==> config.mk <==
export PLATFORM = sky130hd
export DESIGN_NAME = wfm_mag
export DESIGN_NICKNAME = d
export VERILOG_FILES = /design/src/sv/wfm_pkg.sv /design/src/sv/wfm_mag.sv
export SDC_FILE = /design/constraint.sdc
export NUM_CORES = 2
export LEC_CHECK = 0
export BUFFER_PORTS_ARGS = -buffer_cell sky130_fd_sc_hd__buf_4
export CORE_MARGIN = 2
export CORE_UTILIZATION = 25
export CTS_CLUSTER_DIAMETER = 100
export DETAILED_ROUTE_END_ITERATION = 12
export PLACE_DENSITY = 0.4
export SLEW_MARGIN = 30
export SYNTH_ARGS = -nofsm -noshare
export SYNTH_HDL_FRONTEND = slang
export SYNTH_SLANG_ARGS = --single-unit
==> constraint.sdc <==
create_clock -name clk -period 21.1 [get_ports clk]
set_input_delay 2.11 -clock clk [delete_from_list [all_inputs] [get_ports clk]]
set_output_delay 2.11 -clock clk [all_outputs]
set_load 0.03 [all_outputs]
==> src/sv/wfm_pkg.sv <==
// Shared types, constants and elaboration-time ROM functions for the windowed FFT magnitude block.
// Depends on nothing; imported by every wfm_* module.
`default_nettype none

package wfm_pkg;

	localparam int POINTS_DEF  = 128;
	localparam int SAMPLE_BITS = 16;
	localparam int QUEUE_DEPTH = 2;
	localparam int BIN_BITS    = 6;
	localparam int MAG_BITS    = 15;
	localparam int COEF_BITS   = 17;

	localparam logic [MAG_BITS-1:0] MAG_MAX = 15'h7fff;
	localparam logic [63:0] Q30_ONE = 64'd1 << 30;
	localparam logic [63:0] PI_Q30  = 64'd3373259426;

	typedef struct packed {
		logic signed [SAMPLE_BITS-1:0] sample;
		logic                          batch_end;
	} item_t;

	typedef struct packed {
		logic                valid;
		logic                last;
		logic [BIN_BITS-1:0] index;
	} bin_ctl_t;

	typedef struct packed {
		logic signed [63:0] c;
		logic signed [63:0] s;
	} trig_t;

	// restoring division, used only while building ROM contents
	function automatic logic [63:0] udiv64(input logic [63:0] n, input logic [63:0] d);
		logic [64:0] rem;
		logic [63:0] q;
		rem = '0;
		q = '0;
		for (int b = 63; b >= 0; b--) begin
			rem = {rem[63:0], n[b]};
			if (rem >= {1'b0, d}) begin
				rem = rem - {1'b0, d};
				q[b] = 1'b1;
			end
		end
		return q;
	endfunction

	// angle k/den of a turn, 32-bit turns, rounded to nearest
	function automatic logic [31:0] turn_phase(input int k, input int den);
		logic [63:0] num;
		logic [63:0] q;
		num = (64'(k) << 33) + 64'(den);
		q = udiv64(num, 64'(den) << 1);
		return q[31:0];
	endfunction

	// Q30 Taylor series on one octant
	function automatic trig_t taylor(input logic [63:0] x);
		logic [63:0] x2;
		logic [63:0] t;
		trig_t r;
		x2 = (x * x) >> 30;
		t = Q30_ONE - x2 / 72;
		t = Q30_ONE - ((x2 * t) >> 30) / 42;
		t = Q30_ONE - ((x2 * t) >> 30) / 20;
		t = Q30_ONE - ((x2 * t) >> 30) / 6;
		r.s = $signed((x * t) >> 30);
		t = Q30_ONE - x2 / 90;
		t = Q30_ONE - ((x2 * t) >> 30) / 56;
		t = Q30_ONE - ((x2 * t) >> 30) / 30;
		t = Q30_ONE - ((x2 * t) >> 30) / 12;
		t = Q30_ONE - ((x2 * t) >> 30) / 2;
		r.c = $signed(t);
		return r;
	endfunction

	function automatic trig_t cos_sin(input logic [31:0] ph);
		logic [63:0] f;
		trig_t a;
		trig_t b;
		trig_t r;
		f = {34'd0, ph[29:0]};
		if (f < (Q30_ONE >> 1)) begin
			a = taylor((f * PI_Q30) >> 31);
		end else begin
			b = taylor(((Q30_ONE - f) * PI_Q30) >> 31);
			a.c = b.s;
			a.s = b.c;
		end
		case (ph[31:30])
			2'd0: begin
				r.c = a.c;
				r.s = a.s;
			end
			2'd1: begin
				r.c = -a.s;
				r.s = a.c;
			end
			2'd2: begin
				r.c = -a.c;
				r.s = -a.s;
			end
			default: begin
				r.c = a.s;
				r.s = -a.c;
			end
		endcase
		return r;
	endfunction

	// Hann window, Q15, 0..32768
	function automatic logic signed [COEF_BITS-1:0] win_val(input int k, input int n);
		trig_t cs;
		logic signed [63:0] v;
		cs = cos_sin(turn_phase(k, n - 1));
		v = ($signed(Q30_ONE) - cs.c + 64'sd32768) >>> 16;
		return v[COEF_BITS-1:0];
	endfunction

	function automatic logic signed [COEF_BITS-1:0] tw_re_val(input int k, input int n);
		trig_t cs;
		logic signed [63:0] v;
		cs = cos_sin(turn_phase(k, n));
		v = (cs.c + 64'sd16384) >>> 15;
		return v[COEF_BITS-1:0];
	endfunction

	function automatic logic signed [COEF_BITS-1:0] tw_im_val(input int k, input int n);
		trig_t cs;
		logic signed [63:0] v;
		cs = cos_sin(turn_phase(k, n));
		v = -((cs.s + 64'sd16384) >>> 15);
		return v[COEF_BITS-1:0];
	endfunction

endpackage

`default_nettype wire

==> src/sv/wfm_mag.sv <==
// Magnitude unit: squares, bit-serial integer square root, scaling and the output register.
// Depends on wfm_pkg.
`default_nettype none

module wfm_mag #(
	parameter int POINTS = wfm_pkg::POINTS_DEF,
	localparam int DW = wfm_pkg::SAMPLE_BITS + $clog2(POINTS) + 1
) (
	input  wire logic                          clk,
	input  wire logic                          arst_n,
	input  wire wfm_pkg::bin_ctl_t             bin_ctl,
	input  wire logic signed [DW-1:0]          bin_re,
	input  wire logic signed [DW-1:0]          bin_im,
	output logic                               bin_ready,
	output logic                               out_valid,
	input  wire logic                          out_stall,
	output logic [wfm_pkg::BIN_BITS-1:0]       bin_index,
	output logic [wfm_pkg::MAG_BITS-1:0]       magnitude,
	output logic                               last_bin
);
	import wfm_pkg::*;

	localparam int AW   = $clog2(POINTS);
	localparam int HALF = POINTS / 2;
	localparam int RW   = DW + 1;
	localparam int VW   = 2 * RW;

	typedef enum logic [2:0] {M_IDLE, M_SQ_RE, M_SQ_IM, M_SUM, M_ROOT, M_DONE} state_t;

	state_t state_q;
	logic   out_valid_q;

	logic [DW-1:0]       abs_re_q;
	logic [DW-1:0]       abs_im_q;
	logic [2*DW-1:0]     sq_q;
	logic [VW-1:0]       val_q;
	logic [VW-1:0]       root_q;
	logic [VW-1:0]       bit_q;
	bin_ctl_t            ctl_q;
	logic [BIN_BITS-1:0] bin_index_q;
	logic [MAG_BITS-1:0] magnitude_q;
	logic                last_q;

	logic [DW-1:0]  sq_op;
	logic [VW-1:0]  trial;
	logic [VW-1:0]  scaled;
	logic           load_out;

	assign bin_ready = (state_q == M_IDLE);
	assign sq_op     = (state_q == M_SQ_RE) ? abs_re_q : abs_im_q;
	assign trial     = root_q + bit_q;
	assign scaled    = root_q >> (AW - 1);
	assign load_out  = (state_q == M_DONE) && (!out_valid_q || !out_stall);

	assign out_valid = out_valid_q;
	assign bin_index = bin_index_q;
	assign magnitude = magnitude_q;
	assign last_bin  = last_q;

	always_ff @(posedge clk) begin
		case (state_q)
			M_IDLE: begin
				ctl_q    <= bin_ctl;
				abs_re_q <= bin_re[DW-1] ? (~bin_re + 1'b1) : bin_re;
				abs_im_q <= bin_im[DW-1] ? (~bin_im + 1'b1) : bin_im;
			end
			M_SQ_RE: sq_q <= sq_op * sq_op;
			M_SQ_IM: begin
				val_q <= VW'(sq_q);
				sq_q  <= sq_op * sq_op;
			end
			M_SUM: begin
				val_q  <= val_q + VW'(sq_q);
				root_q <= '0;
				bit_q  <= VW'(1) << (VW - 2);
			end
			M_ROOT: begin
				if (val_q >= trial) begin
					val_q  <= val_q - trial;
					root_q <= (root_q >> 1) + bit_q;
				end else begin
					root_q <= root_q >> 1;
				end
				bit_q <= bit_q >> 2;
			end
			default: ;
		endcase
		if (load_out) begin
			bin_index_q <= ctl_q.index;
			last_q      <= ctl_q.last;
			magnitude_q <= (scaled > VW'(MAG_MAX)) ? MAG_MAX : scaled[MAG_BITS-1:0];
		end
	end

	always_ff @(posedge clk or negedge arst_n) begin
		if (!arst_n) begin
			state_q     <= M_IDLE;
			out_valid_q <= 1'b0;
		end else begin
			if (load_out) begin
				out_valid_q <= 1'b1;
			end else if (out_valid_q && !out_stall) begin
				out_valid_q <= 1'b0;
			end
			unique case (state_q)
				M_IDLE:  if (bin_ctl.valid) state_q <= M_SQ_RE;
				M_SQ_RE: state_q <= M_SQ_IM;
				M_SQ_IM: state_q <= M_SUM;
				M_SUM:   state_q <= M_ROOT;
				M_ROOT:  if (bit_q[0]) state_q <= M_DONE;
				M_DONE:  if (load_out) state_q <= M_IDLE;
				default: state_q <= M_IDLE;
			endcase
		end
	end

	a_last_is_top_bin: assert property (@(posedge clk) disable iff (!arst_n)
		(out_valid_q && last_q) |-> (bin_index_q == BIN_BITS'(HALF - 1)))
		else $error("last bin flag on wrong bin");

endmodule

`default_nettype wire

## Word-level counts from Yosys, hierarchy flattened

Cells that the tools add are included.

| storage, ports and cells | value |
|---|---|
| register bits | 279 |
| bits of input ports | 59 |
| output and inout bits | 24 |
| logic and storage cells | 61 |

| operators by class | value |
|---|---|
| add/subtract/negate cells | 6 |
| multiply operators | 1 |
| order comparisons | 2 |
| eq/ne operators | 9 |
| mux-type cells | 14 |
| bitwise operators | 2 |
| reduce and logical (&&, ||, !) cells | 12 |

Operators with widths:

| kind | count |
|---|---|
| one-hot mux 50 bit (2 select lines) | 2 |
| one-hot mux 50 bit (3 select lines) | 1 |
| two-way mux 50 bit | 2 |
| adder 49 x 50 -> 50 bit | 1 |
| adder 50 x 48 -> 50 bit | 1 |
| adder 50 bit | 1 |
| >= comparator 50 bit | 1 |
| subtractor 50 bit | 1 |
| adder 24 x 1 -> 24 bit (second input constant) | 2 |
| multiplier 24 x 24 -> 48 bit | 1 |
| NOT 24 bit | 2 |
| two-way mux 23 bit | 2 |
| greater-than comparator 44 x 15 -> 1 bit (second input constant) | 1 |
| two-way mux 24 bit | 1 |
| one-hot mux 3 bit (6 select lines) | 1 |
| two-way mux 3 bit | 3 |
| inequality test 2 bit (second input constant) | 4 |
| equality test 3 x 2 -> 1 bit (second input constant) | 2 |
| equality test 3 bit (second input constant) | 2 |
| nonzero test 2 bit | 2 |
| equality test 3 x 1 -> 1 bit (second input constant) | 1 |
| logical NOT 3 bit | 1 |
| AND reduction 3 bit | 1 |
| nonzero test 3 bit | 1 |
| 6 further kinds | 9 |

## Depth between registers and ports, before layout

| logic depth | value |
|---|---|
| depth in word-level cells | 5 |
| mapped depth | 34 |
| mapped depth without buffers | 31 |

## Least setup slack after synthesis

OpenSTA, ideal clock, no wires.

| path | value |
|---|---|
| path kind | register to register |
| start | register state_q[2] |
| end | register sq_q[46], data pin |
| library setup time | 0.262 ns |
| data arrival time | 8.613 ns |
| required time | 20.838 ns |
| slack | 12.225 ns |
| cell stages (with the launch flop) | 34 |
| path buffers | 5 |
| clock period less this slack | 8.875 ns |
| path through | dfrtp_1 clkbuf_1 nor3_1 clkbuf_1 buf_1 mux2_2 inv_1 buf_1 nor2_1 fa_1 inv_1 fa_1 inv_1 fa_1 inv_1 fa_1 inv_1 fa_1 fa_1 inv_1 fa_1 inv_1 ha_1 clkbuf_1 nand4_1 nor3_1 nand4_1 a211oi_1 o211a_1 o221ai_1 o311a_1 o221a_2 o21ai_1 xor2_1 |

| between the ends | value |
|---|---|
| longest elaborated chain between the ends | 3 |

Ends and longest elaborated chain:

| element | RTL line | RTL |
|---|---|---|
| start, declared | wfm_mag.sv:30 | `state_t state_q;` |
| start signal, assigned | wfm_mag.sv:97 | `state_q <= M_IDLE;` |
| start signal, assigned | wfm_mag.sv:106 | `M_IDLE: if (bin_ctl.valid) state_q <= M_SQ_RE;` |
| start signal, assigned | wfm_mag.sv:107 | `M_SQ_RE: state_q <= M_SQ_IM;` |
| equality test 3 x 1 -> 1 bit | wfm_mag.sv:50, wfm_mag.sv:61 |  |
| two-way mux 24 bit | wfm_mag.sv:50 | `assign sq_op = (state_q == M_SQ_RE) ? abs_re_q : abs_im_q;` |
| multiplier 24 x 24 -> 48 bit | wfm_mag.sv:67, wfm_mag.sv:70 |  |
| end signal, assigned | wfm_mag.sv:67 | `M_SQ_RE: sq_q <= sq_op * sq_op;` |
| end signal, assigned | wfm_mag.sv:70 | `sq_q <= sq_op * sq_op;` |
| end, declared | wfm_mag.sv:35 | `logic [2*DW-1:0] sq_q;` |

No other way between the ends.
A chain may end at the register's enable or synchronous reset.

## Worst setup path after layout

| path | value |
|---|---|
| start | register state_q[0] |
| end | register sq_q[47], data pin |

The elaborated chain is that of the path after synthesis.

==> metrics <==
YS warnings=0; first-pass GRT wire length=161000 um; hpwl dp=81500 um; CTS-repair resized insts=0; Most used DFF post-synth=edfxtp_1; unrepaired setup endpoints after global routing=no; # Post-CTS Setup Buffers=0; Top Ports=83; detailed-router iteration count before antenna repair=6; share of the synthesized area in the top cell type=0.242; Synth Area in Adders=0.356; via count=26196; register area share after synthesis=0.217; ANT nets after route=0; CTS Sinks=between 200 and 300; Synth Area in Simple Gates=0.126; core region area=roughly 0.14 mm^2; mux share of post-synthesis cell area=0.0101; Hold Startpoint=ctl_q[4]$_DFFE_PP_; Post-synth top cells=inv_1, fa_1, nand2_1; nets=4608; setup violators final=0; number of synthesized flops with an enable pin=around 250; FF-to-FF Start=state_q[0]$_DFFE_PN0P_; root buf cell=clkbuf_16; worst flop-to-flop path endpoint=sq_q[47]$_DFFE_PP_; worst r2r path cells=30; hold-critical path depth=0; I/O Buffers=slightly above 80; MaxCap Viol Count=0; max incr delay on CP=810 ps; layout cell share with drive strength beyond 1=0.0655; post-synthesis xor/xnor area fraction=0.0633; Clock Path Buffers=3; Hold Slack=approximately 410 ps; final-layout fill cell count=roughly 15000; synthesized area per cell=9.22 um^2; Via density=between 4 and 5; Worst EP required=21410 ps; Layout area overhead=11.3%; relative slew slack=0.387; ys async rst share=0.0158; largest net degree at the start of global routing=76; die area=between 0.1 and 0.15 mm^2; Post-Route WL=101000 um; post-synthesis compound-gate area fraction=0.143; mapped cell area=between 0.03 and 0.04 mm^2; Synth area leaders=fa_1, edfxtp_1, ha_1; Initial DRC Count=roughly 1400; count of hold buffers inserted by post-cts repair=0; Cell variety after synth=between 80 and 90; clk_skew=36.6 ps; die height=roughly 380 um; GRT Total Usage=0.144; Peak Freq=99.9 MHz; WL per Instance=17.8 um; Tcrit/Tclk final=0.474; largest family of logic cells by synthesized area=adder cells; crit path launch type=flip-flop; worst hold path endpoint=bin_index[4]$_DFFE_PP_; starting density of the core=0.251; die width=378 um; Setup CP Type=flip-flop to flip-flop; most frequent CP cell=inv_1; row count=~140; worst-margin pin slew=between 900 and 1000 ps; Clock Latency Late Sink=600 ps; CTS tree=built; worst min-delay path category=flip-flop to flip-flop; DRC Markers=0; status=completed; Top delay family on crit path=adder cells; WP buf/inv=10; setup TNS=0 ps; post-layout min period=roughly 10000 ps; Mapped Cells=3796; Clk pin slew, worst setup/hold paths=~60 ps; Yosys reg bits=253; vias in the first global route=27803; Worst EP arrival=between 10000 and 15000 ps; initial antenna violation count=0; crit path capture type=flip-flop; Reg2Reg Setup Slack=11090 ps; Placer Congestion=about 0.83; Ant. Diodes=0; Yosys top cell by area=fa_1; Inserted Clock Buffers=37; htree depth=2; total grt overflow=0; Slew Limit Fails=0; Crit Path Max Fanout=29; Hold Violations, Final=0; cell with the most instances after synthesis=inv_1; Crit-path slowest cell=clkinv_1; syn nets=between 4000 and 5000
==> logic make-up (layout without fill, tap and decap cells) <==
| kind of cell | after synthesis | after routing |
|---|---|---|
| buffers and inverters | 784 | 822 |
| AND/OR/NAND/NOR | 958 | 958 |
| adder cells (fa/ha/maj) | 743 | 743 |
| AO/OA/AOI/OAI | 772 | 772 |
| multiplexers | 33 | 33 |
| flip-flops | 253 | 253 |
| XOR/XNOR | 253 | 253 |
==> routing by layer <==
layer	up-vias	GRT usage	part of all wire
met2	508	0.231	0.45
met3	103	0.0174	0.042
li1	12817	-	-
met4	0	0.0319	0.020
met1	12768	0.205	0.49
met5	-	0	0
==> flip-flops by register name, indices dropped and copies added, names as in the netlist <==
| register | cells |
|---|---|
| root_q | 50 |
| sq_q | 47 |
| out_valid | 1 |
| val_q | 50 |
| bit_q | 25 |
| magnitude | 15 |
| abs_re_q | 24 |
| ctl_q | 7 |
| abs_im_q | 24 |
| last_bin | 1 |
| bin_index | 6 |
| state_q | 3 |
==> through the flow <==
stage	std cells	worst slack, ps	util	cell area (um^2)
after floorplan	3796	12230	-	35000
after global placement	5643	11000	0.271	37700
after detailed placement	5643	10660	0.271	37700
after CTS	5710	10590	0.280	38900
after global routing	5710	10370	0.280	39000
final	5710	11090	0.280	39000
==> worst max path at each step <==
stage / start / end / slack [ps] / cells after the start
6_report: state_q[0]$_DFFE_PN0P_ / sq_q[47]$_DFFE_PP_ / 11090 / 30
5_1_grt: state_q[0]$_DFFE_PN0P_ / sq_q[46]$_DFFE_PP_ / 10370 / 29
4_1_cts: state_q[0]$_DFFE_PN0P_ / sq_q[47]$_DFFE_PP_ / 10590 / 30
3_5_place_dp: state_q[0]$_DFFE_PN0P_ / sq_q[47]$_DFFE_PP_ / 10660 / 30
3_3_place_gp: state_q[2]$_DFFE_PN0P_ / sq_q[47]$_DFFE_PP_ / 11000 / 29
2_1_floorplan: state_q[2]$_DFFE_PN0P_ / sq_q[46]$_DFFE_PP_ / 12230 / 33
==> cell usage in the layout, fill, tap and decap left out, drive strengths merged, types with 110 or more instances in the layout <==
cell    count
edfxtp    249
inv       640
nand2     367
a21oi     193
buf       110
o21ai     171
xnor2     149
nor2      262
ha        320
fa        423
==> final cells by class <==
type | count | area, um^2 | share of cell area
tap | 1876 | 2350 | 0.0603
inverter | 645 | 2420 | 0.0622
clock buffer | 43 | 970 | 0.0249
timing repair buffer | 110 | 830 | 0.0213
multi-input combinational | 2759 | 24500 | 0.630
sequential | 253 | 7580 | 0.195
clock inverter | 24 | 259 | 0.00665
Power is left out: the tool's default activity adds up to more than one toggle a clock period on the data nets, which glitch-free logic cannot reach.
