--- src/sv/wfm_pkg.sv ---
// Shared types, constants and elaboration-time ROM functions for the windowed FFT magnitude block.
// Depends on nothing; imported by every wfm_* module.
`default_nettype none

package wfm_pkg;

	localparam int POINTS_DEF  = 128;
	localparam int SAMPLE_BITS = 16;
	localparam int QUEUE_DEPTH = 2;
	localparam int BIN_BITS    = 6;
	localparam int MAG_BITS    = 15;
	localparam int COEF_BITS   = 17;

	localparam logic [MAG_BITS-1:0] MAG_MAX = 15'h7fff;
	localparam logic [63:0] Q30_ONE = 64'd1 << 30;
	localparam logic [63:0] PI_Q30  = 64'd3373259426;

	typedef struct packed {
		logic signed [SAMPLE_BITS-1:0] sample;
		logic                          batch_end;
	} item_t;

	typedef struct packed {
		logic                valid;
		logic                last;
		logic [BIN_BITS-1:0] index;
	} bin_ctl_t;

	typedef struct packed {
		logic signed [63:0] c;
		logic signed [63:0] s;
	} trig_t;

	// restoring division, used only while building ROM contents
	function automatic logic [63:0] udiv64(input logic [63:0] n, input logic [63:0] d);
		logic [64:0] rem;
		logic [63:0] q;
		rem = '0;
		q = '0;
		for (int b = 63; b >= 0; b--) begin
			rem = {rem[63:0], n[b]};
			if (rem >= {1'b0, d}) begin
				rem = rem - {1'b0, d};
				q[b] = 1'b1;
			end
		end
		return q;
	endfunction

	// angle k/den of a turn, 32-bit turns, rounded to nearest
	function automatic logic [31:0] turn_phase(input int k, input int den);
		logic [63:0] num;
		logic [63:0] q;
		num = (64'(k) << 33) + 64'(den);
		q = udiv64(num, 64'(den) << 1);
		return q[31:0];
	endfunction

	// Q30 Taylor series on one octant
	function automatic trig_t taylor(input logic [63:0] x);
		logic [63:0] x2;
		logic [63:0] t;
		trig_t r;
		x2 = (x * x) >> 30;
		t = Q30_ONE - x2 / 72;
		t = Q30_ONE - ((x2 * t) >> 30) / 42;
		t = Q30_ONE - ((x2 * t) >> 30) / 20;
		t = Q30_ONE - ((x2 * t) >> 30) / 6;
		r.s = $signed((x * t) >> 30);
		t = Q30_ONE - x2 / 90;
		t = Q30_ONE - ((x2 * t) >> 30) / 56;
		t = Q30_ONE - ((x2 * t) >> 30) / 30;
		t = Q30_ONE - ((x2 * t) >> 30) / 12;
		t = Q30_ONE - ((x2 * t) >> 30) / 2;
		r.c = $signed(t);
		return r;
	endfunction

	function automatic trig_t cos_sin(input logic [31:0] ph);
		logic [63:0] f;
		trig_t a;
		trig_t b;
		trig_t r;
		f = {34'd0, ph[29:0]};
		if (f < (Q30_ONE >> 1)) begin
			a = taylor((f * PI_Q30) >> 31);
		end else begin
			b = taylor(((Q30_ONE - f) * PI_Q30) >> 31);
			a.c = b.s;
			a.s = b.c;
		end
		case (ph[31:30])
			2'd0: begin
				r.c = a.c;
				r.s = a.s;
			end
			2'd1: begin
				r.c = -a.s;
				r.s = a.c;
			end
			2'd2: begin
				r.c = -a.c;
				r.s = -a.s;
			end
			default: begin
				r.c = a.s;
				r.s = -a.c;
			end
		endcase
		return r;
	endfunction

	// Hann window, Q15, 0..32768
	function automatic logic signed [COEF_BITS-1:0] win_val(input int k, input int n);
		trig_t cs;
		logic signed [63:0] v;
		cs = cos_sin(turn_phase(k, n - 1));
		v = ($signed(Q30_ONE) - cs.c + 64'sd32768) >>> 16;
		return v[COEF_BITS-1:0];
	endfunction

	function automatic logic signed [COEF_BITS-1:0] tw_re_val(input int k, input int n);
		trig_t cs;
		logic signed [63:0] v;
		cs = cos_sin(turn_phase(k, n));
		v = (cs.c + 64'sd16384) >>> 15;
		return v[COEF_BITS-1:0];
	endfunction

	function automatic logic signed [COEF_BITS-1:0] tw_im_val(input int k, input int n);
		trig_t cs;
		logic signed [63:0] v;
		cs = cos_sin(turn_phase(k, n));
		v = -((cs.s + 64'sd16384) >>> 15);
		return v[COEF_BITS-1:0];
	endfunction

endpackage

`default_nettype wire

--- src/sv/wfm_front.sv ---
// Input side: accepts sample transactions and queues them for the transform engine.
// Depends on wfm_pkg.
`default_nettype none

module wfm_front (
	input  wire logic                               clk,
	input  wire logic                               arst_n,
	input  wire logic                               in_valid,
	output logic                                    in_stall,
	input  wire logic [wfm_pkg::SAMPLE_BITS-1:0]    sample,
	input  wire logic                               batch_end,
	output wfm_pkg::item_t                          q_item,
	output logic                                    q_valid,
	input  wire logic                               q_pop
);
	import wfm_pkg::*;

	localparam int PW = (QUEUE_DEPTH > 1) ? $clog2(QUEUE_DEPTH) : 1;
	localparam int CW = $clog2(QUEUE_DEPTH + 1);

	item_t          queue_q [QUEUE_DEPTH];
	logic [PW-1:0]  rd_ptr_q;
	logic [PW-1:0]  wr_ptr_q;
	logic [CW-1:0]  count_q;
	logic           push;
	logic           pop;

	assign in_stall = (count_q == CW'(QUEUE_DEPTH));
	assign q_valid  = (count_q != '0);
	assign push     = in_valid && !in_stall;
	assign pop      = q_pop && q_valid;
	assign q_item   = queue_q[rd_ptr_q];

	always_ff @(posedge clk) begin
		if (push) begin
			queue_q[wr_ptr_q] <= '{sample: $signed(sample), batch_end: batch_end};
		end
	end

	always_ff @(posedge clk or negedge arst_n) begin
		if (!arst_n) begin
			rd_ptr_q <= '0;
			wr_ptr_q <= '0;
			count_q  <= '0;
		end else begin
			if (push) begin
				wr_ptr_q <= (wr_ptr_q == PW'(QUEUE_DEPTH - 1)) ? '0 : wr_ptr_q + 1'b1;
			end
			if (pop) begin
				rd_ptr_q <= (rd_ptr_q == PW'(QUEUE_DEPTH - 1)) ? '0 : rd_ptr_q + 1'b1;
			end
			if (push && !pop) begin
				count_q <= count_q + 1'b1;
			end else if (pop && !push) begin
				count_q <= count_q - 1'b1;
			end
		end
	end

	a_count_bound: assert property (@(posedge clk) disable iff (!arst_n)
		count_q <= CW'(QUEUE_DEPTH))
		else $error("queue count beyond depth");

endmodule

`default_nettype wire

--- config.mk ---
export PLATFORM = sky130hd
export DESIGN_NAME = wfm_front
export DESIGN_NICKNAME = d
export VERILOG_FILES = /design/src/sv/wfm_pkg.sv /design/src/sv/wfm_front.sv
export SDC_FILE = /design/constraint.sdc
export NUM_CORES = 1
export LEC_CHECK = 0
export BUFFER_PORTS_ARGS = -buffer_cell sky130_fd_sc_hd__clkbuf_2
export CORE_MARGIN = 5
export CORE_UTILIZATION = 46
export DETAILED_ROUTE_END_ITERATION = 10
export GPL_TIMING_DRIVEN = 0
export PLACE_DENSITY_LB_ADDON = 0.1
export RECOVER_POWER = 25
export SYNTH_ARGS = -nofsm -noshare
export SYNTH_HDL_FRONTEND = slang
export SYNTH_SLANG_ARGS = --single-unit
--- constraint.sdc ---
create_clock -name clk -period 1.6 [get_ports clk]
set_input_delay 0.16 -clock clk [delete_from_list [all_inputs] [get_ports clk]]
set_output_delay 0.16 -clock clk [all_outputs]
set_load 0.03 [all_outputs]
# Word-level counts from Yosys, hierarchy flattened
# Memory sizes are Yosys's and may differ from the RTL's.
# Index checks and enable logic that the tools add are counted.
[totals]
elab_cells = 24
ram_bits = 34
n_memories = 1
reg_bits = 4
in_bits = 21
output_inout_bits = 19
[classes]
reduce_logical = 9
eq_ne = 1
n_mux = 6
addsub = 4
[mem_list]
columns = ["memory", "depth", "word_bits", "read_ports", "rd_clocked_by_memory_dff", "wr", "line_no", "rtl"]
rows = [
  ["queue_q", 2, 17, 1, 0, 1, "wfm_front.sv:21", "item_t queue_q [QUEUE_DEPTH];"],
]
[op_table]
columns = ["operator", "count"]
rows = [
  ["$logic_and 1x1->1", 4],
  ["$mux 1", 4],
  ["$mux 2", 2],
  ["$reduce_bool 2->1", 2],
  ["$logic_not 1->1", 3],
  ["$add 1x1->1 const B", 2],
  ["$add 2x1->2 const B", 1],
  ["$eq 2x2->1 const B", 1],
  ["$sub 2x1->2 const B", 1],
]

# Depth between registers and ports, before layout
# Gate-level depths: netlist of run 1.
[depth]
word_depth = 7
mapped_depth = 7

# Least setup slack after synthesis of run 1
# Ideal clock, no wire load.
[synth_timing]
kind = "reg2reg"
startpoint = "register count_q[0]"
endpoint = "memory queue_q[0][0] in the netlist's numbering, enable pin"
setup_slack_ps = -149
n_path_buf = 0
t_arrival_ps = 1358
path_stages_with_launch = 4
required_ps = 1210
cell_sequence = "dfrtp_1 -> nand2b_1 -> nand2_1 -> nor2_1"
[synth_via]
elab_chain_cells = 5
[synth_lines]
columns = ["item", "line_no", "rtl"]
rows = [
  ["from (decl)", "wfm_front.sv:24", "logic [CW-1:0] count_q;"],
  ["from (signal assigned)", "wfm_front.sv:53", "count_q <= count_q + 1'b1;"],
  ["from (signal assigned)", "wfm_front.sv:55", "count_q <= count_q - 1'b1;"],
  ["$eq 2x2->1", "wfm_front.sv:28", "assign in_stall = (count_q == CW'(QUEUE_DEPTH));"],
  ["$logic_not 1->1", "wfm_front.sv:30", "assign push = in_valid && !in_stall;"],
  ["$logic_and 1x1->1", "wfm_front.sv:30", ""],
  ["$mux 1", "wfm_front.sv:35", "if (push) begin"],
  ["$mux 1 (implied by the code)", "wfm_front.sv:36", "queue_q[wr_ptr_q] <= '{sample: $signed(sample), batch_end: batch_end};"],
  ["to (decl)", "wfm_front.sv:21", ""],
]
# No other way between the ends.

==> results by group, run 1 <==
Route
  – Vias after detailed routing: 821
  – Average routed wire per standard cell: 13.7 microns
  – Initial DRC Count: 29
  – WL final: 2530 microns
  – TritonRoute pass-1 iters: 4
  – DRC Markers: 0
  – Antenna Nets Post-Route: 0
  – DR vias/cell: 4.44

Cells and area
  – Final core utilization: 70.2%
  – N_diodes: 0
  – Commonest non-fill, non-tap cell in the layout: edfxtp_1
  – Design area: 2160 sq um
  – Reg area: 1120 sq um
  – Most frequent cells in the layout: 34 x edfxtp_1, 17 x dlygate4sd3_1, 17 x clkbuf_2
  – Area Overhead vs Synth: 46.3%
  – Layout net count: 162
  – Filler Cells Inserted: 232
  – Non-Filler Instances: 185
  – Area of the multi-input gates: 333 sq um
  – Share of cells above drive strength 1: 47.5%

Synthesis
  – Yosys warning total: 0
  – Yosys top cell area share: 69.1%
  – Area leader, netlist: edfxtp_1
  – Post-Syn Nets: 94
  – Flops & latches, synth: 38
  – Synth area leaders: edfxtp_1 69%, mux2_4 9.1%, dfrtp_1 6.8%, mux2_2 6.1%, xnor2_1 1.8%
  – Synth unique cells: 16
  – Mean Syn Cell Area: 20.5 sq um
  – Synthesized netlist cell count: 72
  – Sequential fraction of the synthesis area: 75.9%
  – Post-Syn Area: 1480 sq um

Power
  – Worst VDD drop: 0.00105 V
  – PwrDens: 1850 nW/um^2
  – Clock network fraction of design power: 11.2%
  – Net Sw Power: 1370 uW
  – Switching portion of total power: 34.3%
  – Leak: 0.000870 uW
  – Reg power frac: 36.3%
  – Power Internal: 2630 uW
  – Combinational Power Share: 52.4%
  – Total power: 4000 uW

STA
  – Clock Skews: 0.00323 ns
  – Fin crit share: 99.8%
  – Worst slew pin tran: 0.518 ns
  – Final Max Tran Viols: 0
  – RSZ-0062 raised after global routing: yes
  – Post-route setup slack: 0.00322 ns
  – Max Freq: 626 MHz
  – Fin. Hold Viols: 0
  – Relative slew slack: 65.4%
  – Final setup violation count: 0
  – Tmin final: 1.60 ns

Clock network
  – Clk buf depth: 2
  – Clock buffer count from CTS: 5
  – Reg clk slew, reported paths: 0.10 ns
  – CTS tree: done
  – CTS sink cnt: 38
  – Root buf cell: clkbuf_4
  – H-tree levels: 2
  – Clock latency on the worst-skew pair: 0.33 ns

Worst setup path
  – Reg2reg start: count_q[0]
  – Setup slack, reg-to-reg: 0.14 ns
  – CP Data Required Time: 1.44 ns
  – Worst endpoint data arrival time: 1.44 ns
  – Critical path fanouts, max: 10
  – Critical Path, Cell by Cell: buf_6 > buf_12 > mux2_4 > buf_8
  – CP peak stage delay: 0.38 ns
  – Worst setup path start: rd_ptr_q
  – Reg2Reg Depth: 7
  – Reg-to-reg endpoint: count_q[1]
  – Crit path kind: register to output pin
  – Crit. End Element: output pin
  – Slowest cell on crit path: dfrtp_1
  – Startpoint Class: register
  – End point of the critical path: q_item[14]

Floorplanning
  – Initial Util: 48.0%
  – Die area: 4450 sq um
  – Die extent in x: 66.7 microns
  – CORE AREA: 3080 sq um
  – Row cnt: 20
  – # IOs: 40
  – Die H: 66.7 microns

Global routing
  – Grt total ovfl: 0
  – GRT Total Usage: 12.2%
  – Global-route wire length before repair: 3770 microns
  – Largest net degree at the start of global routing: 18
  – Initial antenna violation count: 0
  – Vias in the first global route: 859

Hold path
  – Hold Path Class: input port to register

Place
  – Post-placement worst setup slack: -0.210 ns
  – # port buffers: 39
  – Area post-placement: 1730 sq um
  – Dpl hpwl: 1570 microns
  – Final GP Congestion: 0.642
  – Dpl cells: 155

Outcome
  – Status: finished, final reports clean

Job
  – Maxcap violations: 0
[cells in the mapped netlist (all sizes together)]
master  number
buf          2
dfrtp        4
xnor2        3
xor2         2
inv          2
edfxtp      34
nor2         2
nand2        2
nand2b       1
and3         1
ha           1
mux2        17
or2          1
[metrics by stage]
stage               setup TNS [ns]  hold WS [ns]
floorplan                        0        -0.136
finish                           0        0.0504
CTS                         -0.265      0.000407
global placement             -4.05       -0.0283
detailed placement           -5.02       -0.0231
global route                -0.668        0.0470
[cell families (layout without fill, tap and decap cells)]
kind of cell               after synthesis  count (layout)  share of synthesized area (%)
muxes                                   17              17                           15.2
and+or+nand+nor                          7               7                           2.46
adders and majority gates                1               1                          0.847
DFF                                     38              38                           75.9
buffers and inverters                    4              73                           2.63
xor gates and xnor gates                 5               5                           2.96
[registers in the layout (all words and copies together) (netlist names)]
register	flops
count_q	2
rd_ptr_q	1
wr_ptr_q	1
queue_q	34
[power by group through the flow]
stage | combinational (uW) | sequential, uW | clock [uW]
final | 2100 | 1450 | 449
after global routing | 2210 | 1480 | 514
after CTS | 1880 | 1460 | 467
after detailed placement | 1520 | 1480 | 0
after global placement | 1500 | 1470 | 0
after floorplan | 1180 | 1460 | 0
[how the worst min path moves through the flow]
| stage | startpoint | endpoint | slack [ns] | cells after the start |
|---|---|---|---|---|
| after floorplan | arst_n | count_q[0] | -0.14 | 0 |
| after global placement | arst_n | count_q[1] | -0.03 | 1 |
| after detailed placement | arst_n | wr_ptr_q | -0.02 | 1 |
| after CTS | sample[11] | queue_q[1][12] | 0.0004 | 1 |
| after global routing | sample[15] | queue_q[0][16] | 0.05 | 1 |
| final | sample[15] | queue_q[1][16] | 0.05 | 1 |
[area by class of cell]
class	count	area share [%]
Sequential cell	38	51.9
Tap cell	44	2.55
Clock buffer	8	2.26
Buffer	2	1.45
Timing Repair Buffer	61	26.2
Inverter	2	0.347
Multi-Input combinational cell	30	15.4
[what timing repair did]
item                                    CTS  global route
resized for setup                        25            34
endpoints found under the setup margin   43            35
hold endpoints to repair                 24            12
setup buffers                             3             2
hold buffers                             11             6
[per-layer routing]
layer | track usage [%] | wire length [microns] | up-vias
met2 | 21.5 | 1400 | 25
met4 | 6.85 | 53 | 0
met1 | 11.5 | 885 | 382
li1 | - | - | 407
met5 | 0 | 0 | -
met3 | 5.73 | 187 | 7
[worst max-delay path, delay by kind of cell (launching register included)]
family,cells,cell delay (ns)
buffers and inverters,3,0.41
DFF,1,0.38
muxes,1,0.31
(Power assumes the default switching activity.)
==> inputs of run 2 (changes only) <==
--- a/config.mk
+++ b/config.mk
@@ -10,6 +10,7 @@
 export CORE_UTILIZATION = 46
 export DETAILED_ROUTE_END_ITERATION = 10
 export GPL_TIMING_DRIVEN = 0
+export HOLD_SLACK_MARGIN = 0.06
 export PLACE_DENSITY_LB_ADDON = 0.1
 export RECOVER_POWER = 25
 export SYNTH_ARGS = -nofsm -noshare
==> run 2 against run 1 <==
Net effect:
- clock power is essentially flat
- worst hold slack improved by 0.035 ns
- wire length grew 0.44%
- sequential power about the same
- critical path depth unchanged
- core utilization is 0.28 points higher
- sequential share of layout area decreased by 0.21 points
- maximum frequency barely moved
- non-clock buffer count grew 1
- register-to-register slack is essentially flat
- highest routed layer unchanged
- final cell count rose by 0.54%
- first-iteration DRC count increased by 3.4%
==> results by group, run 2 (synthesis gave the netlist of run 1 again) <==
Worst setup path
  – Crit. End Element: output pin
  – Startpoint Class: register
  – Crit path kind: register to output pin
  – Crit-path leading delay family: buffers and inverters
  – Slowest cell on crit path: dfrtp_1
  – Worst Path Buf+Inv: 3
  – Critical Path, Cell by Cell: buf_6 > buf_12 > mux2_4 > buf_8
  – Critical path fanouts, max: 10
  – CP Data Required Time: 1.44 ns
  – Worst endpoint data arrival time: 1.44 ns
  – CP peak stage delay: 0.38 ns

Cells and area
  – Area Overhead vs Synth: 46.9%
  – Filler Cells Inserted: 230
  – N_diodes: 0
  – Layout net count: 163
  – Largest registers: queue_q: 34 flops, count_q: 2 flops
  – Commonest non-fill, non-tap cell in the layout: edfxtp_1
  – Share of cells above drive strength 1: 46.5%
  – Top reg by flops: queue_q
  – Design area: 2170 sq um
  – Max reg flops: 34
  – Most frequent cells in the layout: 34 x edfxtp_1, 18 x dlygate4sd3_1, 16 x clkbuf_2

STA
  – Post-route setup slack: 0.00398 ns
  – Clock Skews: 0.00372 ns
  – Fin crit share: 99.8%
  – Relative slew slack: 65.4%
  – Fin. Hold Viols: 0
  – Final Max Tran Viols: 0
  – Tmin final: 1.60 ns
  – Worst slew pin tran: 0.517 ns
  – Max Freq: 627 MHz
  – RSZ-0062 raised after global routing: yes
  – Final setup violation count: 0

Global routing
  – GRT Total Usage: 12.6%
  – Grt total ovfl: 0
  – Largest net degree at the start of global routing: 18
  – Global-route wire length before repair: 3910 microns
  – Vias in the first global route: 900
  – Initial antenna violation count: 0

Route
  – Initial DRC Count: 30
  – DRC Markers: 0
  – Antenna Nets Post-Route: 0
  – Average routed wire per standard cell: 13.7 microns
  – WL final: 2540 microns
  – TritonRoute pass-1 iters: 4
  – DR vias/cell: 4.41
  – Vias after detailed routing: 820

Place
  – Dpl hpwl: 1570 microns
  – Area post-placement: 1730 sq um
  – # port buffers: 39
  – Post-placement worst setup slack: -0.210 ns
  – Final GP Congestion: 0.642

Floorplanning
  – # IOs: 40
  – CORE AREA: 3080 sq um
  – Initial Util: 48.0%
  – Die area: 4450 sq um
  – Die extent in x: 66.7 microns
  – Die H: 66.7 microns
  – Row cnt: 20

Clock network
  – Reg clk slew, reported paths: 0.09 ns
  – Clock buffer count from CTS: 5
  – H-tree levels: 2
  – CTS tree: done
  – CTS sink cnt: 38
  – Clk buf depth: 2
  – Root buf cell: clkbuf_4
  – Clock latency on the worst-skew pair: 0.33 ns

Power
  – Total power: 4010 uW
  – Worst VDD drop: 0.00105 V
  – PwrDens: 1850 nW/um^2
  – Leak: 0.000871 uW

Hold path
  – Hold Path Class: input port to register

Job
  – Maxcap violations: 0

Outcome
  – Status: finished, final reports clean
-- run 2: changes by cell type in the layout (fill, tap and decap cells not counted), sizes merged --
| cell | previous run | this run |
|---|---|---|
| dlygate4sd3 | 17 | 18 |
-- run 2: path summary, 6_finish.rpt --
check | start | end | slack [ns] | depth (start not counted)
min in group asynchronous | arst_n | count_q[1] | 0.18 | 2
setup / recovery | rd_ptr_q | q_item[14] | 0.004 | 4
hold reg to reg | count_q[1] | count_q[1] | 0.50 | 1
setup reg to reg | count_q[0] | count_q[1] | 0.14 | 7
hold / removal | q_pop | rd_ptr_q | 0.09 | 3
max in group asynchronous | arst_n | wr_ptr_q | 1.22 | 2
-- run 2: final cells by class --
cell class	instances	area [sq um]	share of cell area (%)
repair buffers	62	574	26.5
plain buffers	2	31.3	1.44
flip-flops and latches	38	1120	51.6
clock buffers	8	48.8	2.25
well taps	44	55.1	2.54
multi-input cells	30	333	15.3
inverters	2	7.51	0.346
-- run 2: per-layer routing --
| metal | vias up | part of all wire (%) | global-route usage, % |
|---|---|---|---|
| met5 | - | 0 | 0 |
| met4 | 0 | 2.1 | 6.85 |
| met3 | 7 | 7.6 | 5.73 |
| met2 | 25 | 55 | 22.4 |
| met1 | 379 | 35 | 11.9 |
| li1 | 409 | - | - |
-- run 2: what timing repair did --
action	CTS	global route
endpoints found under the setup margin	43	35
hold endpoints to repair	38	0
buffers inserted	3	2
resized for setup	25	34
hold buffers	18	0
-- run 2: power breakdown --
part | internal, uW | total, uW | leakage [uW] | switching [uW]
sequential | 1370 | 1450 | 0.000362 | 84.7
clock | 175 | 448 | 0.0000265 | 273
combinational | 1090 | 2100 | 0.000482 | 1020
total | 2630 | 4010 | 0.000871 | 1370
-- run 2: worst register-to-register path: cells and delay by family, from the launching register on --
kind	cells	cell delay (ns)
AND/OR/NAND/NOR	3	0.44
adder cells (fa/ha/maj)	1	0.19
flip-flops	1	0.41
XOR/XNOR	2	0.29
buffers and inverters	1	0.05
-- run 2: stage by stage --
step | setup TNS (ns) | cells | util [%] | hold WS [ns]
floorplan | 0 | 72 | - | -0.136
global placement | -4.05 | 155 | 56.2 | -0.0283
detailed placement | -5.02 | 155 | 56.2 | -0.0231
global route | -0.658 | 186 | 70.5 | 0.0644
finish | 0 | 186 | 70.5 | 0.0850
CTS | -0.265 | 184 | 68.5 | 0.0722
==> inputs of run 3 (changes only) <==
--- a/config.mk
+++ b/config.mk
@@ -6,13 +6,16 @@
 export NUM_CORES = 1
 export LEC_CHECK = 0
 export BUFFER_PORTS_ARGS = -buffer_cell sky130_fd_sc_hd__clkbuf_2
+export CELL_PAD_IN_SITES_DETAIL_PLACEMENT = 1
+export CELL_PAD_IN_SITES_GLOBAL_PLACEMENT = 2
 export CORE_MARGIN = 5
-export CORE_UTILIZATION = 46
+export CORE_UTILIZATION = 33
 export DETAILED_ROUTE_END_ITERATION = 10
 export GPL_TIMING_DRIVEN = 0
 export HOLD_SLACK_MARGIN = 0.06
 export PLACE_DENSITY_LB_ADDON = 0.1
 export RECOVER_POWER = 25
+export SLEW_MARGIN = 20
 export SYNTH_ARGS = -nofsm -noshare
 export SYNTH_HDL_FRONTEND = slang
 export SYNTH_SLANG_ARGS = --single-unit
==> run 3 against run 2 <==
Net effect:
- wire length increased by 0.39%
- worst hold slack improved by 0.0032 ns
- final cell count increased by 1.6%
- clock skew increased by 0.0045 ns
- sequential cell count unchanged
- first-iteration DRC count increased by 70%
- power increased by 0.73%
- critical path depth unchanged
- register-to-register slack about the same
- critical endpoint is now q_item[5]
- largest power group unchanged
- highest routed layer unchanged
==> results by group, run 3 (synthesis gave the netlist of run 1 again) <==
Cells and area
  – Share of cells above drive strength 1: 49.6%
  – Layout net count: 158
  – Largest registers: queue_q: 34 flops, count_q: 2 flops
  – N_diodes: 0
  – Design area: 2100 sq um
  – Most frequent cells in the layout: 34 x edfxtp_1, 23 x clkbuf_2, 13 x dlygate4sd3_1
  – Top reg by flops: queue_q
  – Max reg flops: 34
  – Area Overhead vs Synth: 42.3%
  – Commonest non-fill, non-tap cell in the layout: edfxtp_1
  – Final core utilization: 48.3%

Clock network
  – Reg clk slew, reported paths: 0.07 ns
  – Clk buf depth: 2
  – Clock latency on the worst-skew pair: 0.29 ns
  – CTS sink cnt: 38
  – Clock buffer count from CTS: 5
  – CTS tree: done
  – Root buf cell: clkbuf_8
  – H-tree levels: 2

STA
  – Final hold slack: 0.0882 ns
  – Fin. Hold Viols: 0
  – Fin crit share: 96.5%
  – Final Max Tran Viols: 0
  – Clock Skews: 0.00821 ns
  – Tmin final: 1.54 ns
  – Relative slew slack: 71.9%
  – Final setup violation count: 0
  – RSZ-0062 raised after global routing: no
  – Worst slew pin tran: 0.421 ns
  – Max Freq: 648 MHz

Place
  – Dpl hpwl: 1730 microns
  – Area post-placement: 1740 sq um
  – # port buffers: 39
  – Final GP Congestion: 0.643

Floorplanning
  – # IOs: 40
  – Die area: 5920 sq um
  – Row cnt: 24
  – CORE AREA: 4350 sq um
  – Die H: 76.9 microns
  – Initial Util: 33.9%
  – Die extent in x: 76.9 microns

Worst setup path
  – Worst setup path start: rd_ptr_q
  – Crit. End Element: output pin
  – Critical path fanouts, max: 10
  – Worst endpoint data arrival time: 1.38 ns
  – End point of the critical path: q_item[5]
  – Reg-to-reg endpoint: count_q[1]
  – Startpoint Class: register
  – Crit path kind: register to output pin
  – CP Data Required Time: 1.44 ns
  – Reg2reg start: count_q[0]
  – CP peak stage delay: 0.38 ns
  – Slowest cell on crit path: dfrtp_1
  – Setup slack, reg-to-reg: 0.14 ns
  – Reg2Reg Depth: 6
  – Critical Path, Cell by Cell: buf_6 > buf_12 > mux2_4 > buf_8

Outcome
  – Status: finished, final reports clean

Route
  – Initial DRC Count: 51
  – Vias after detailed routing: 827
  – TritonRoute pass-1 iters: 2
  – Antenna Nets Post-Route: 0
  – DR vias/cell: 4.38
  – Average routed wire per standard cell: 13.5 microns
  – WL final: 2550 microns
  – DRC Markers: 0

Power
  – PwrDens: 1920 nW/um^2
  – Worst VDD drop: 0.000842 V
  – Leak: 0.000846 uW
  – Total power: 4030 uW

Hold path
  – Hold Path Class: input port to register

Global routing
  – GRT Total Usage: 9.53%
  – Initial antenna violation count: 0
  – Vias in the first global route: 926
  – Global-route wire length before repair: 4310 microns
  – Grt total ovfl: 0
  – Largest net degree at the start of global routing: 18

Job
  – Maxcap violations: 0
[run 3: changes by cell type in the layout (fill, tap and decap cells not counted)]
cell / delta
clkbuf_8: +8
mux2_4: -1
clkbuf_1: -2
buf_6: +1
mux2_2: +1
dlygate4sd3_1: -5
clkbuf_4: -5
buf_8: -9
clkbuf_2: +7
[run 3: power breakdown]
part	leakage, uW	total [uW]	switching, uW	internal [uW]
combinational	0.000426	1830	960	869
clock	0.0000575	745	310	435
sequential	0.000362	1460	89.7	1370
total	0.000846	4030	1360	2670
[run 3: through the flow]
step,setup slack (ns),cells,setup TNS [ns]
2_1_floorplan,0.121,72,0
3_5_place_dp,-0.282,163,-6.57
5_1_grt,0.00292,189,0
3_3_place_gp,-0.245,163,-6.23
4_1_cts,0.000578,187,0
6_report,0.0562,189,0
[run 3: cell type report]
cell class	count	area (sq um)
plain buffers	2	31.3
clock buffers	8	110
fillers	434	2250
inverters	2	7.51
multi-input cells	30	329
flip-flops and latches	38	1120
well taps	52	65.1
repair buffers	57	439
[run 3: timing repair]
item	4_1_cts	5_1_grt
hold endpoints to repair	28	0
hold buffers	13	0
setup endpoints to repair	43	27
buffers inserted	3	2
resized for setup	5	32
pin swaps	0	1
[run 3: worst min-delay path by stage]
stage | from | to | cells past startpoint
6_report | sample[10] | queue_q[0][11] | 1
5_1_grt | batch_end | queue_q[1][0] | 1
4_1_cts | sample[2] | queue_q[0][3] | 1
3_5_place_dp | arst_n | wr_ptr_q | 1
3_3_place_gp | arst_n | wr_ptr_q | 1
2_1_floorplan | arst_n | count_q[0] | 0
[run 3: routing by layer]
layer	vias to the layer above	routed length, microns	GRT usage [%]	part of all wire, %
li1	396	-	-	-
met1	400	985	9.73	39
met5	-	0	0	0
met3	7	162	4.10	6.4
met4	0	54	5.24	2.1
met2	24	1350	16.2	53
[run 3: worst max-delay path: cells and delay by family, from the launching register on]
family	cells	cell delay [ns]
mux	1	0.31
buf+inv	3	0.41
flops	1	0.38
